<file path="config.mk">
export PLATFORM = sky130hd
export DESIGN_NAME = vldc_lane
export DESIGN_NICKNAME = d
export VERILOG_FILES = /design/src/hw/rtl/vldc_pkg.sv /design/src/hw/rtl/vldc_lane.sv
export SDC_FILE = /design/constraint.sdc
export NUM_CORES = 1
export LEC_CHECK = 0
export BUFFER_PORTS_ARGS = -buffer_cell sky130_fd_sc_hd__buf_2
export CAP_MARGIN = 10
export CORE_MARGIN = 2
export CORE_UTILIZATION = 60
export DETAILED_ROUTE_END_ITERATION = 8
export PLACE_DENSITY_LB_ADDON = 0.08
export SLEW_MARGIN = 10
export SYNTH_ARGS = -nofsm -noshare
export SYNTH_HDL_FRONTEND = slang
export SYNTH_SLANG_ARGS = --single-unit
</file>
<file path="constraint.sdc">
create_clock -name clk -period 16.08 [get_ports clk]
set_input_delay 0.804 -clock clk [delete_from_list [all_inputs] [get_ports clk]]
set_output_delay 0.804 -clock clk [all_outputs]
set_load 0.02 [all_outputs]
</file>
<file path="src/hw/rtl/vldc_pkg.sv">
`timescale 1ns / 1ps
// ----------------------------------------------------------------------------
// vldc_pkg
// Shared constants, register codes and control types of the radial
// vignette filter.
// ----------------------------------------------------------------------------
package vldc_pkg;

  // frame geometry
  localparam int MAX_DIM = 4096;
  localparam int DIM_W   = 13;
  localparam int CNT_W   = 12;

  // distance ratio
  localparam int RATIO_FRAC_BITS = 16;
  localparam int RATIO_W         = RATIO_FRAC_BITS + 1;
  localparam int QUOT_W          = RATIO_FRAC_BITS + 2;
  localparam int SQ_W            = 2 * DIM_W;
  localparam int DIV_STEPS       = RATIO_FRAC_BITS;
  localparam int DIV_CNT_W       = $clog2(DIV_STEPS);

  // strength register, signed Q1.14
  localparam int STR_W     = 16;
  localparam int STR_FRAC  = 14;
  localparam int MAG_W     = 15;
  localparam int STR_LIMIT = 16384;

  // pixel arithmetic
  localparam int PIX_W       = 8;
  localparam int PIX_MAX     = 255;
  localparam int LIGHT_GAIN  = 230;
  localparam int OP_A_W      = 16;
  localparam int PROD_W      = OP_A_W + RATIO_W;
  localparam int RECIP_255   = 32897;
  localparam int RECIP_SHIFT = 23;
  localparam int RECIP_W     = 32;

  // configuration port
  localparam int CFG_IDX_W  = 2;
  localparam int CFG_DATA_W = 16;

  typedef enum logic [CFG_IDX_W-1:0] {
    CFG_WIDTH    = 2'd0,
    CFG_HEIGHT   = 2'd1,
    CFG_STRENGTH = 2'd2
  } vldc_cfg_idx_t;

  // per-lane stage enables
  typedef struct packed {
    logic mul_en;
    logic recip_en;
  } vldc_lane_ctrl_t;

endpackage

</file>
<file path="src/hw/rtl/vldc_lane.sv">
`timescale 1ns / 1ps
// ----------------------------------------------------------------------------
// vldc_lane
// One colour channel: lighten toward a screen blend with 230, or darken by
// the factor 1 - s, saturated to a byte.
// ----------------------------------------------------------------------------
module vldc_lane (
  input  logic                              clk,
  input  vldc_pkg::vldc_lane_ctrl_t         ctrl,
  input  logic [vldc_pkg::PIX_W-1:0]        x,
  input  logic                              lighten,
  input  logic [vldc_pkg::RATIO_W-1:0]      s,
  output logic [vldc_pkg::PIX_W-1:0]        y
);

  localparam logic [vldc_pkg::RATIO_W-1:0] ONE =
    vldc_pkg::RATIO_W'(1) << vldc_pkg::RATIO_FRAC_BITS;

  logic [vldc_pkg::PROD_W-1:0]   prod;
  logic [vldc_pkg::RECIP_W-1:0]  recip;

  logic [vldc_pkg::PIX_W-1:0]    inv;
  logic [vldc_pkg::OP_A_W-1:0]   op_a;
  logic [vldc_pkg::RATIO_W-1:0]  op_b;
  logic [vldc_pkg::RATIO_W-1:0]  scaled;
  logic [vldc_pkg::PIX_W:0]      add;
  logic [vldc_pkg::PIX_W+1:0]    sum_l;

  // shared multiplier operands for both modes
  assign inv  = vldc_pkg::PIX_W'(vldc_pkg::PIX_MAX) - x;
  assign op_a = lighten ?
    (vldc_pkg::OP_A_W'(inv) * vldc_pkg::OP_A_W'(vldc_pkg::LIGHT_GAIN)) :
    vldc_pkg::OP_A_W'(x);
  assign op_b = lighten ? s : (ONE - s);

  // product scaled down by 2^F
  assign scaled = prod[vldc_pkg::PROD_W-1:vldc_pkg::RATIO_FRAC_BITS];

  // divide by 255 through the reciprocal
  assign add   = recip[vldc_pkg::RECIP_W-1:vldc_pkg::RECIP_SHIFT];
  assign sum_l = (vldc_pkg::PIX_W+2)'(x) + (vldc_pkg::PIX_W+2)'(add);

  always_ff @(posedge clk) begin
    if (ctrl.mul_en) begin
      prod <= vldc_pkg::PROD_W'(op_a) * vldc_pkg::PROD_W'(op_b);
    end
    if (ctrl.recip_en) begin
      recip <= vldc_pkg::RECIP_W'(scaled[vldc_pkg::OP_A_W-1:0]) *
               vldc_pkg::RECIP_W'(vldc_pkg::RECIP_255);
    end
  end

  // saturate to a byte
  always_comb begin
    if (lighten) begin
      y = (sum_l > (vldc_pkg::PIX_W+2)'(vldc_pkg::PIX_MAX)) ?
          vldc_pkg::PIX_W'(vldc_pkg::PIX_MAX) : sum_l[vldc_pkg::PIX_W-1:0];
    end else begin
      y = (scaled > vldc_pkg::RATIO_W'(vldc_pkg::PIX_MAX)) ?
          vldc_pkg::PIX_W'(vldc_pkg::PIX_MAX) : scaled[vldc_pkg::PIX_W-1:0];
    end
  end

endmodule

</file>
* Word level (Yosys, flattened, before mapping)
Index checks and enable logic that the tools add are counted.
Word-level totals: flip-flop bits (word level) 65, output and inout bits 8, bits of input ports 29, logic and storage cells 15
Operators by class: $add $sub $neg 3, multipliers 3, muxes and demuxes 5, order comparisons 2
Operators with widths (count):
- 16-bit by 17-bit multiplier with 33-bit output | 1
- 16-bit by 16-bit multiplier with 32-bit output (second input constant) | 1
- 8-bit 2-to-1 mux | 3
- 17-bit by 8-bit greater-than comparator with 1-bit output (second input constant) | 1
- 17-bit 2-to-1 mux | 1
- 17-bit subtractor (first input constant) | 1
- 16-bit 2-to-1 mux | 1
- 8-bit by 7-bit multiplier with 15-bit output (second input constant) | 1
- 8-bit by 9-bit adder with 10-bit output | 1
- 10-bit by 8-bit greater-than comparator with 1-bit output (second input constant) | 1
- 8-bit subtractor (first input constant) | 1

* Depth between registers and ports, before layout
depth in word-level cells 4, depth in mapped cells 36, gate-level depth less buffers 34

* Worst setup path after synthesis
No wires, ideal clock.
path kind in2reg, from in x[1] in the netlist's numbering, to reg prod[29] in the netlist's numbering, data pin, path slack 6.793 ns, data arrival time 9.129 ns, data required time 15.922 ns, buffers on the path 0, library setup time 0.158 ns, stages 30, cells stage by stage inv_1 -> fa_1 -> inv_1 -> fa_1 -> inv_1 -> ha_1 -> fa_1 -> ha_1 -> o31ai_1 -> nor2_1 -> a221oi_2 -> xor2_1 -> nand3_1 -> fa_1 -> fa_1 -> inv_1 -> fa_1 -> fa_1 -> fa_1 -> inv_1 -> fa_1 -> inv_1 -> ha_1 -> nand2_1 -> a211o_1 -> nand2b_1 -> o21ai_1 -> and3_1 -> mux2_1 -> o211ai_1
Between the ends: word-level cells in the longest chain between the ends 4
Ends and longest elaborated chain:
- start, declared | line vldc_lane.sv:10 | input logic [vldc_pkg::PIX_W-1:0] x,
- 8-bit subtractor | line vldc_lane.sv:30 | assign inv = vldc_pkg::PIX_W'(vldc_pkg::PIX_MAX) - x;
- 8-bit by 7-bit multiplier with 15-bit output | line vldc_lane.sv:32 | (vldc_pkg::OP_A_W'(inv) * vldc_pkg::OP_A_W'(vldc_pkg::LIGHT_GAIN)) :
- 16-bit 2-to-1 mux (*) | line vldc_lane.sv:31 | assign op_a = lighten ?
- 16-bit by 17-bit multiplier with 33-bit output (*) | line vldc_lane.sv:45 | prod <= vldc_pkg::PROD_W'(op_a) * vldc_pkg::PROD_W'(op_b);
- end signal, assigned | line vldc_lane.sv:45
- end, declared | line vldc_lane.sv:19 | logic [vldc_pkg::PROD_W-1:0] prod;
Every way passes the cells marked *; elsewhere a longest branch is shown, timed or not. A chain may end at the register's enable or synchronous reset.

* Final worst setup path
from in x[1] in the netlist's numbering, to reg prod[32] in the netlist's numbering, data pin
Same word-level chain as after synthesis.

==> summary.md <==
| Metric | Value |
|---|---|
| Setup TNS | 0 ns |
| Initial antenna violation count | 0 |
| Worst-Skew Late Latency | between 0.2 and 0.3 ns |
| Syn. warnings | 0 |
| Final core occ | roughly 64% |
| Clock skew | roughly 0.0027 ns |
| Vias per cell | 5.75 |
| Most used cell, CP | fa_1 |
| Num rows | 53 |
| Worst Path Class, Setup | primary input to flop |
| Die height | 150 um |
| IO Pins | 37 |
| Gp weighted congestion | approximately 0.99 |
| CP Launch Type | primary input |
| Setup-failing EPs final | 0 |
| Syn_nets | 1922 |
| Mapped Area | 12900 sq um |
| Detailed-route via count | 10100 |
| Die area | 22600 sq um |
| Highest routed layer | met4 |
| DRT iter0 DRCs | 591 |
| Reg2reg setup slack | 12.38 ns |
| Vias in the first global route | between 10000 and 15000 |
| Total CTS buffers | 3 |
| Clock Tree Buf Depth | 2 |
| Fraction of layout cells with a size suffix above 1 | 5.56% |
| Largest family of logic cells by synthesized area | adder cells |
| Relative slew slack | 21.3% |
| Worst-case reg-to-reg path depth | 12 |
| Commonest non-fill, non-tap cell in the layout | inv_1 |
| Least-Margin Pin Slew | between 1 and 1.5 ns |
| Ys flop type | edfxtp_1 |
| Status | complete, no violations |
| GR Overflow Total | 0 |
| Worst min-delay path category | flop to flop |
| Placement Cell Area | 13400 sq um |
| FF-to-FF End | recip[30] |
| Setup repair after global routing missed its margin | false |
| Met1 WL | 13900 um |
| EDFF count, synth | 26 |
| Worst setup endpoint | prod[32] |
| Req. time, crit path | approximately 16 ns |
| Clk root buf | clkbuf_16 |
| Max Cap Violations | 0 |
| Worst hold margin | 0.755 ns |
| CP max-delay cell | xor2_1 |
| Reg2reg start | prod[28] |
| Core ar. | 21000 sq um |
| Setup bufs post-CTS | 0 |
| Synthesis-to-finish area growth | 4.79% |
| Nets | 1941 |
| PostCTS Resize Cnt | 0 |
| Synthesized flop and latch total | 26 |
| WL per Instance | 18.4 um |
| Most frequent cells in the layout | 281 x inv_1, 220 x fa_1, 217 x ha_1 |
| Gr usage total | 30.3% |
| Compound-Gate Fraction of Synth Area | 8.72% |
| Final Hold Violating Endpoints | 0 |
| Initial DRT Pass Iterations | 8 |
| Max-slew violations | 0 |
| Post-route ant nets | 0 |
| Critical Path Start | x[1] |
| Ys async rst share | 0% |
| Largest net degree at the start of global routing | 87 |
| CP Max Fanout | 8 |
| Register area share after synthesis | ~6.1% |
| WL final | 32300 um |
| Setup crit end kind | flop |
| Met3 WL post-DR | 2140 um |
| Die X | 150 um |
| Fin crit share | 64.5% |
| Buffers on Ports | 36 |
| Met2 wire length | 15400 um |
| Sink Count | 26 |
| Drc violations | 0 |
| Mapped Avg Cell Area | ~8.8 sq um |
| Mux share of post-synthesis cell area | 0.243% |
| Fmax | 0.0964 GHz |
| Data arrival, critical path | 10.37 ns |
| First-pass GRT wire length | 52600 um |
| Reg clk slew, reported paths | 0.07 ns |
| CP max stage delay | 0.78 ns |
| Netlist cell types | 67 |
| Simple-gate share of the synthesized area | 15.4% |
| XOR/XNOR share of the synthesized area | 4.87% |
| Post-synthesis adder-cell area fraction | 55.3% |
| CTS tree | yes |
| Cells after Synth | 1456 |
| DPL Wire Length | between 20000 and 30000 um |
| Fin area | around 13000 sq um |
| H-tree levels | 1 |
| N_diodes | 0 |
| Fin crit period | 10.38 ns |
| Initial Util | 61.2% |
| CTS Hold Buffers Added | 0 |
cells by family after synthesis:
group | after synthesis
AOI/OAI and AO/OA | 167
DFF | 26
adders and majority gates | 437
muxes | 3
buffers and inverters | 322
and+or+nand+nor | 435
xor gates and xnor gates | 66
worst max-delay path, delay by kind of cell:
| family | cells | cell delay, ns |
|---|---|---|
| XOR/XNOR | 1 | 0.78 |
| AO/OA/AOI/OAI | 7 | 1.83 |
| buffers and inverters | 5 | 0.47 |
| AND/OR/NAND/NOR | 4 | 0.91 |
| adder cells (fa/ha/maj) | 12 | 5.56 |
area by class of cell:
cell class | count | area, sq um
fill | 1818 | 7530
clock buffer | 3 | 75.1
inverter | 281 | 1050
sequential | 26 | 781
timing repair buffer | 55 | 323
multi-input combinational | 1108 | 10900
tap | 275 | 344
clock inverter | 1 | 30.0
cells in the mapped netlist, types with 5 or more instances:
cell type | count | share of area (%)
nor3_1 | 13 | 0.51
and2_1 | 31 | 1.5
clkbuf_1 | 37 | 1.1
o22a_1 | 7 | 0.48
edfxtp_1 | 26 | 6.1
nand2b_1 | 10 | 0.49
xor2_1 | 26 | 1.8
ha_1 | 217 | 21
a21oi_2 | 5 | 0.34
o211ai_1 | 5 | 0.29
nand3_1 | 37 | 1.4
a21o_1 | 18 | 1.0
o21ai_0 | 19 | 0.74
inv_1 | 281 | 8.2
a21oi_1 | 44 | 1.7
nand2_1 | 185 | 5.4
nand4_1 | 7 | 0.34
a211oi_1 | 9 | 0.52
and3_1 | 11 | 0.53
o21bai_1 | 7 | 0.41
xnor2_1 | 35 | 2.4
o21a_1 | 7 | 0.41
fa_1 | 220 | 34
nor2b_1 | 9 | 0.44
o21ai_1 | 12 | 0.47
nor2_1 | 111 | 3.2
worst min-delay path by stage:
| stage | start | to | slack, ns | cells past startpoint |
|---|---|---|---|---|
| 5_1_grt | prod[30] | recip[29] | 0.77 | 1 |
| 4_1_cts | prod[30] | recip[29] | 0.75 | 1 |
| 6_report | prod[30] | recip[29] | 0.75 | 1 |
| 3_5_place_dp | prod[30] | recip[29] | 0.73 | 1 |
| 3_3_place_gp | prod[30] | recip[29] | 0.74 | 1 |
| 2_1_floorplan | prod[30] | recip[29] | 0.62 | 1 |
flip-flops by register name, indices dropped and copies added, names as in the netlist:
signal	cells
recip	9
prod	17
layer usage:
layer  GRT usage [%]  up-vias
li1                -     4685
met1            42.6     4963
met2            50.5      347
met3            4.03       57
met4            6.04        0
met5               0        -
stage by stage:
| step | worst slack [ns] | cells |
|---|---|---|
| after global routing | 5.34 | 1749 |
| after CTS | 5.74 | 1749 |
| after detailed placement | 5.52 | 1745 |
| after floorplan | 6.79 | 1456 |
| final | 5.70 | 1749 |
| after global placement | 5.69 | 1745 |
Power is not shown: default switching activity piles up to over one toggle a cycle in this logic, so the estimate is an artifact.
