File: src/hw/rtl/vldc_pkg.sv
`timescale 1ns / 1ps
// ----------------------------------------------------------------------------
// vldc_pkg
// Shared constants, register codes and control types of the radial
// vignette filter.
// ----------------------------------------------------------------------------
package vldc_pkg;

  // frame geometry
  localparam int MAX_DIM = 4096;
  localparam int DIM_W   = 13;
  localparam int CNT_W   = 12;

  // distance ratio
  localparam int RATIO_FRAC_BITS = 16;
  localparam int RATIO_W         = RATIO_FRAC_BITS + 1;
  localparam int QUOT_W          = RATIO_FRAC_BITS + 2;
  localparam int SQ_W            = 2 * DIM_W;
  localparam int DIV_STEPS       = RATIO_FRAC_BITS;
  localparam int DIV_CNT_W       = $clog2(DIV_STEPS);

  // strength register, signed Q1.14
  localparam int STR_W     = 16;
  localparam int STR_FRAC  = 14;
  localparam int MAG_W     = 15;
  localparam int STR_LIMIT = 16384;

  // pixel arithmetic
  localparam int PIX_W       = 8;
  localparam int PIX_MAX     = 255;
  localparam int LIGHT_GAIN  = 230;
  localparam int OP_A_W      = 16;
  localparam int PROD_W      = OP_A_W + RATIO_W;
  localparam int RECIP_255   = 32897;
  localparam int RECIP_SHIFT = 23;
  localparam int RECIP_W     = 32;

  // configuration port
  localparam int CFG_IDX_W  = 2;
  localparam int CFG_DATA_W = 16;

  typedef enum logic [CFG_IDX_W-1:0] {
    CFG_WIDTH    = 2'd0,
    CFG_HEIGHT   = 2'd1,
    CFG_STRENGTH = 2'd2
  } vldc_cfg_idx_t;

  // per-lane stage enables
  typedef struct packed {
    logic mul_en;
    logic recip_en;
  } vldc_lane_ctrl_t;

endpackage

File: src/hw/rtl/vldc_axis_div.sv
`timescale 1ns / 1ps
// ----------------------------------------------------------------------------
// vldc_axis_div
// Squared normalized distance along one axis: floor(a*a * 2^F / (d*d)),
// a = |2*pos - d|, by restoring division one quotient bit per cycle.
// ----------------------------------------------------------------------------
module vldc_axis_div (
  input  logic                          clk,
  input  logic                          rst,
  input  logic                          start,
  input  logic [vldc_pkg::CNT_W-1:0]    pos,
  input  logic [vldc_pkg::DIM_W-1:0]    dim,
  output logic                          done,
  output logic [vldc_pkg::QUOT_W-1:0]   quot
);

  typedef enum logic [1:0] {
    D_IDLE,
    D_INIT,
    D_STEP
  } div_state_t;

  localparam logic [vldc_pkg::QUOT_W-1:0] QUOT_SAT =
    vldc_pkg::QUOT_W'(1) << (vldc_pkg::RATIO_FRAC_BITS + 1);

  div_state_t                        state;
  logic [vldc_pkg::SQ_W-1:0]         asq;
  logic [vldc_pkg::SQ_W-2:0]         dsq;
  logic [vldc_pkg::SQ_W-3:0]         rem;
  logic [vldc_pkg::RATIO_W-1:0]      q;
  logic                              sat;
  logic [vldc_pkg::DIV_CNT_W-1:0]    step_cnt;

  logic [vldc_pkg::DIM_W-1:0]        twice;
  logic [vldc_pkg::DIM_W-1:0]        offset;
  logic [vldc_pkg::SQ_W-1:0]         asq_next;
  logic [vldc_pkg::SQ_W-1:0]         dsq_full;
  logic                              over;
  logic                              ge_init;
  logic [vldc_pkg::SQ_W-1:0]         rem_init;
  logic [vldc_pkg::SQ_W-2:0]         rem_shift;
  logic                              ge_step;
  logic [vldc_pkg::SQ_W-2:0]         rem_step;

  // distance from the centre and both squares
  assign twice    = {pos, 1'b0};
  assign offset   = (twice >= dim) ? (twice - dim) : (dim - twice);
  assign asq_next = vldc_pkg::SQ_W'(offset) * vldc_pkg::SQ_W'(offset);
  assign dsq_full = vldc_pkg::SQ_W'(dim) * vldc_pkg::SQ_W'(dim);

  // first quotient bit, and the check that the quotient reaches 2^(F+1)
  assign over     = asq >= {dsq, 1'b0};
  assign ge_init  = asq >= {1'b0, dsq};
  assign rem_init = ge_init ? (asq - {1'b0, dsq}) : asq;

  // one restoring step
  assign rem_shift = {rem, 1'b0};
  assign ge_step   = rem_shift >= dsq;
  assign rem_step  = ge_step ? (rem_shift - dsq) : rem_shift;

  assign quot = sat ? QUOT_SAT : {1'b0, q};

  // sequencer, always the same length so both axes finish together
  always_ff @(posedge clk) begin
    if (rst) begin
      state    <= D_IDLE;
      done     <= 1'b0;
      step_cnt <= '0;
    end else begin
      done <= 1'b0;
      case (state)
        D_IDLE: begin
          if (start) begin
            asq   <= asq_next;
            dsq   <= dsq_full[vldc_pkg::SQ_W-2:0];
            state <= D_INIT;
          end
        end
        D_INIT: begin
          sat      <= over;
          rem      <= rem_init[vldc_pkg::SQ_W-3:0];
          q        <= {{(vldc_pkg::RATIO_W-1){1'b0}}, ge_init};
          step_cnt <= '0;
          state    <= D_STEP;
        end
        D_STEP: begin
          rem      <= rem_step[vldc_pkg::SQ_W-3:0];
          q        <= {q[vldc_pkg::RATIO_W-2:0], ge_step};
          step_cnt <= step_cnt + 1'b1;
          if (step_cnt == vldc_pkg::DIV_CNT_W'(vldc_pkg::DIV_STEPS - 1)) begin
            done  <= 1'b1;
            state <= D_IDLE;
          end
        end
        default: begin
          state <= D_IDLE;
        end
      endcase
    end
  end

endmodule

File: config.mk
export PLATFORM = sky130hd
export DESIGN_NAME = vldc_axis_div
export DESIGN_NICKNAME = d
export VERILOG_FILES = /design/src/hw/rtl/vldc_pkg.sv /design/src/hw/rtl/vldc_axis_div.sv
export SDC_FILE = /design/constraint.sdc
export NUM_CORES = 1
export LEC_CHECK = 0
export ABC_CLOCK_PERIOD_IN_PS = 10000
export BUFFER_PORTS_ARGS = -buffer_cell sky130_fd_sc_hd__buf_2
export CORE_MARGIN = 8
export CORE_UTILIZATION = 55
export CTS_CLUSTER_DIAMETER = 80
export CTS_CLUSTER_SIZE = 20
export DETAILED_ROUTE_END_ITERATION = 8
export HOLD_SLACK_MARGIN = 0.06
export PLACE_DENSITY = 0.83
export SLEW_MARGIN = 0
export SYNTH_ARGS = -nofsm -noshare
export SYNTH_HDL_FRONTEND = slang
export SYNTH_SLANG_ARGS = --single-unit
File: constraint.sdc
create_clock -name clk -period 10 [get_ports clk]
set_input_delay 2 -clock clk [delete_from_list [all_inputs] [get_ports clk]]
set_output_delay 2 -clock clk [all_outputs]
set_load 0.01 [all_outputs]
; ---- Word level (Yosys, flattened, before mapping)
; Index checks and enable logic that the tools add are counted.
[totals]
reg_bits = 100
inputBits = 28
out_inout_bits = 19
word_cells = 44
[op_classes]
add_sub_neg = 5
mul = 2
magnitude_cmp = 4
n_eq_ne = 5
muxes = 11
bitwise = 2
n_reduce_logical = 7
[op_table]
columns = operator, count
row1 = $mux W24, 2
row2 = $pmux W24 S2, 1
row3 = $sub A24 B24 Y24, 2
row4 = $pmux W17 S2, 1
row5 = $ge A26 B25 Y1, 1
row6 = $ge A26 B26 Y1, 1
row7 = $mul A13 B13 Y26, 1
row8 = $sub A13 B13 Y13, 2
row9 = $ge A25 B25 Y1, 1
row10 = $mul A13 B13 Y25, 1
row11 = $mux W18, 1
row12 = $ge A13 B13 Y1, 1
row13 = $mux W13, 1
row14 = $pmux W4 S2, 1
row15 = $pmux W2 S3, 1
row16 = $reduce_and A2 Y1, 3
row17 = $add A4 B1 Y4 const B, 1
row18 = $eq A4 B4 Y1 const B, 1
row19 = $mux W2, 2
row20 = $ne A2 B2 Y1 const B, 2
row21 = $reduce_and A3 Y1, 1
row22 = $eq A2 B1 Y1 const B, 1
row23 = $eq A2 B2 Y1 const B, 1
row24 = $logic_not A2 Y1, 1
row25 = 4 further kinds, 5

; ---- Depth between registers and ports, before layout
[depth]
word_depth = 3
ltp_mapped = 35
depth_no_buf = 33

; ---- Worst setup path before layout
; No wires, ideal clock.
[synth_timing]
path_kind = input-to-reg
startpoint = in dim[1] (netlist bit)
endpoint = reg asq[24] (netlist bit) (data pin)
setup_time_ps = 262
arrival_time_ps = 9241
required_time_ps = 9738
path_slack_ps = 498
path_stages = 34
path_buffers = 2
path_cell_list = inv_1 clkbuf_1 ha_1 fa_1 nor3_1 a2111oi_2 nand2_1 nand3_2 buf_6 mux2_1 xor2_1 inv_2 nor2_4 inv_1 fa_1 inv_1 fa_1 inv_1 fa_1 inv_1 fa_1 inv_1 fa_1 inv_1 ha_1 o21a_1 nand2_1 o2bb2ai_1 a41o_1 nand4_1 o211ai_1 o41a_1 a211oi_1 xnor2_1
[synth_between]
elab_chain_cells = 3
word_cells_on_any_way = 5
classes_between = add/sub: 2 / mul: 1 / order compare: 1 / mux: 1
[synth_lines]
columns = item, line
row1 = start: declaration, vldc_axis_div.sv:12  ; input logic [vldc_pkg::DIM_W-1:0] dim,
row2 = $sub A13 B13 Y13 or $ge A13 B13 Y1 (tied branches), vldc_axis_div.sv:47  ; assign offset = (twice >= dim) ? (twice - dim) : (dim - twice);
row3 = $mux W13 *, vldc_axis_div.sv:47
row4 = $mul A13 B13 Y26 *, vldc_axis_div.sv:48  ; assign asq_next = vldc_pkg::SQ_W'(offset) * vldc_pkg::SQ_W'(offset);
row5 = net asq_next (one bit), vldc_axis_div.sv:36  ; logic [vldc_pkg::SQ_W-1:0] asq_next;
row6 = end signal: assignment, vldc_axis_div.sv:74  ; asq <= asq_next;
row7 = end: declaration, vldc_axis_div.sv:27  ; logic [vldc_pkg::SQ_W-1:0] asq;
; Mark *: on every way through the listed nets, which the timed path passes. The rest lies on a longest branch.
; A chain may end at the register's enable or synchronous reset.

; ---- Worst setup path after layout
; Ends and elaborated chain as after synthesis.

==> results.cfg <==
[die]
ios = 47
rows = 64
core_area_sq_um = 30400
start_util = 0.557
die_y_um = 192
die_w_um = 192
die_area_sq_um = 36700

[cts]
cts_root_buf = clkbuf_16
clkLatencyLatePin_ns = 0.36
ctsHoldBuffers = 0
clockBufferDepth = 2
tritoncts = done
ctsResizeCount = 0
cts_buffers = 9
post_cts_buffers = 0
cts_sinks = 97
clkTransAtPathRegs_ns = 0.08
htreeDepth = 3

[yosys]
synth_top_family_by_area = adder cells
synth_cell_types = 87
synthSimpleGateAreaFrac = 0.126
synthAdderAreaFrac = 0.406
synth.area.top_cells = fa_1 (23%), ha_1 (17%), edfxtp_1 (16%)
synth_warnings = 0
synth-compound-area-share = 0.124
synth_xor_area_frac = 0.0591
yosysTopAreaCell = fa_1
yosysMostFrequentCell = inv_1
syn_inst = 1830
ys.flop_type = edfxtp_1
syn_nets = 2290
synth-seq-area-share = 0.168
ys_ff_latch = 97
synth_top_area_share = 0.233
syn_area_sq_um = 16900
ys_async_sr_fraction = 0
synth_edf_count = 90
synth.mux.area_fraction = 0.0329
yosys-top-cells-count = inv_1 (315), ha_1 (235), fa_1 (197)
syn_area_per_cell_sq_um = 9.26

[worst_setup_path]
slowest_delay_ns = 0.54
cp.arrival_ns = 9.63
cp-end-kind = register
worstPathMaxFanout = 9
required_ns = 10.11
startpoint_type = input port
worstRegToRegCells = 11
crit_path_top_delay_cell = fa_1
crit_top_cell = fa_1
worstSetupPathType = input port to register

[sta]
hold_viol = 0
final.setup_skew_ns = 0.0139
finalMaxSlewViolations = 0
rsz0062_at_grt = no
timing_worst_slew_pin_value_ns = 1.13
period_needed_ns = 9.52
layout_worst_path_cycle_share = 0.952
tns_ns = 0
fmax_ghz = 0.105
setup_viol = 0
slew_headroom = 0.246

[layout]
drive_gt1_frac = 0.0816
final_nets = 2342
area_growth_pct = 6.39
fillCellCount = 2548
antenna_cells = 0

[global_routing]
globalRouteTotalUtil = 0.213
grt_pass1_wl_um = 63900
antenna_found_initial = 0
grt_max_degree = 49
overflow = 0
first_global_vias = 13140

[hold_path]
hp-class = register to register
hold_path_depth = 2

[drt]
dr.max_layer_used = met4
dr.pass1.iters = 5
wl_met1_um = 16800
drt_iter0_markers = 776
vias = 12899
route.met2.wl_um = 18700
wirelength_um = 38400
drtAntennaViolNets = 0
wl_met3_um = 1650
via_per_inst = 5.65
route.detailed.drc = 0
wire_per_inst_um = 16.8

[place]
io_buffer_count = 46
dp_hpwl_um = 32300
globalplace.congestion = 0.913

[run]
maxCapViolations = 0

[outcome]
run_status = completed
==> sequential cells by signal, indices dropped and copies added (netlist names) <==
register / count
q: 17
rem: 24
sat: 1
step_cnt: 4
dsq: 23
asq: 25
done: 1
state: 2
==> kinds of logic (layout without fill, tap and decap cells) <==
group,Yosys count,count (layout)
buf+inv,364,421
other cells,2,2
mux,54,54
flops,97,97
fa+ha+maj,432,432
xor+xnor,107,107
compound gates,314,314
simple gates,460,460
==> metal layers <==
| layer | vias up | GRT usage |
|---|---|---|
| li1 | 6164 | - |
| met1 | 6300 | 0.274 |
| met2 | 351 | 0.370 |
| met3 | 84 | 0.0215 |
| met4 | 0 | 0.0761 |
| met5 | - | 0 |
==> layout make-up <==
class	count	area [sq um]	share of cell area
clock buffer	10	239	0.0133
clock inverter	6	56.3	0.00312
inverter	329	1230	0.0685
multi-input combinational	1369	12700	0.705
sequential	97	2840	0.158
tap	396	495	0.0275
timing repair buffer	76	455	0.0253
==> cells in the final DEF, fill, tap and decap left out, types with 10 or more instances in the layout <==
cell        n
xnor2_1    69
nor2_1    152
a211oi_1   11
ha_1      235
mux2i_1    43
a21o_1     54
o21ai_0    53
nand3_1    19
and2_1     24
nand4_1    11
xor2_1     31
buf_4      30
nor3_1     17
nor2b_1    35
buf_2      46
inv_1     315
o211ai_1   10
and3_1     13
edfxtp_1   90
o21a_1     11
nand2_1   142
a21oi_1    96
nand2b_1   15
fa_1      197
==> worst paths after layout <==
kind / start / endpoint / slack [ns]
hold / removal: step_cnt[1] / step_cnt[1] / 0.52
hold reg to reg: step_cnt[1] / step_cnt[1] / 0.52
setup reg to reg: dsq[2] / q[0] / 6.22
setup / recovery: dim[1] / asq[24] / 0.48
==> worst max-delay path, delay by kind of cell <==
family	cells	cell delay [ns]
compound gates	10	2.17
fa+ha+maj	8	3.46
buf+inv	8	0.84
simple gates	5	0.87
xor+xnor	2	0.27
==> per-stage QoR <==
| step | setup slack, ns | instances | instance area (sq um) | hold WS (ns) | util |
|---|---|---|---|---|---|
| after CTS | 0.548 | 2283 | 18000 | 0.529 | 0.592 |
| final | 0.483 | 2283 | 18000 | 0.523 | 0.593 |
| after global placement | 0.352 | 2267 | 17700 | 0.477 | 0.582 |
| after global routing | 0.0646 | 2283 | 18000 | 0.540 | 0.593 |
| after floorplan | 0.498 | 1830 | 16900 | 0.463 | - |
| after detailed placement | 0.172 | 2267 | 17700 | 0.516 | 0.582 |
Power is left out: the tool's default activity adds up to more than one toggle a clock period on the data nets, which glitch-free logic cannot reach.
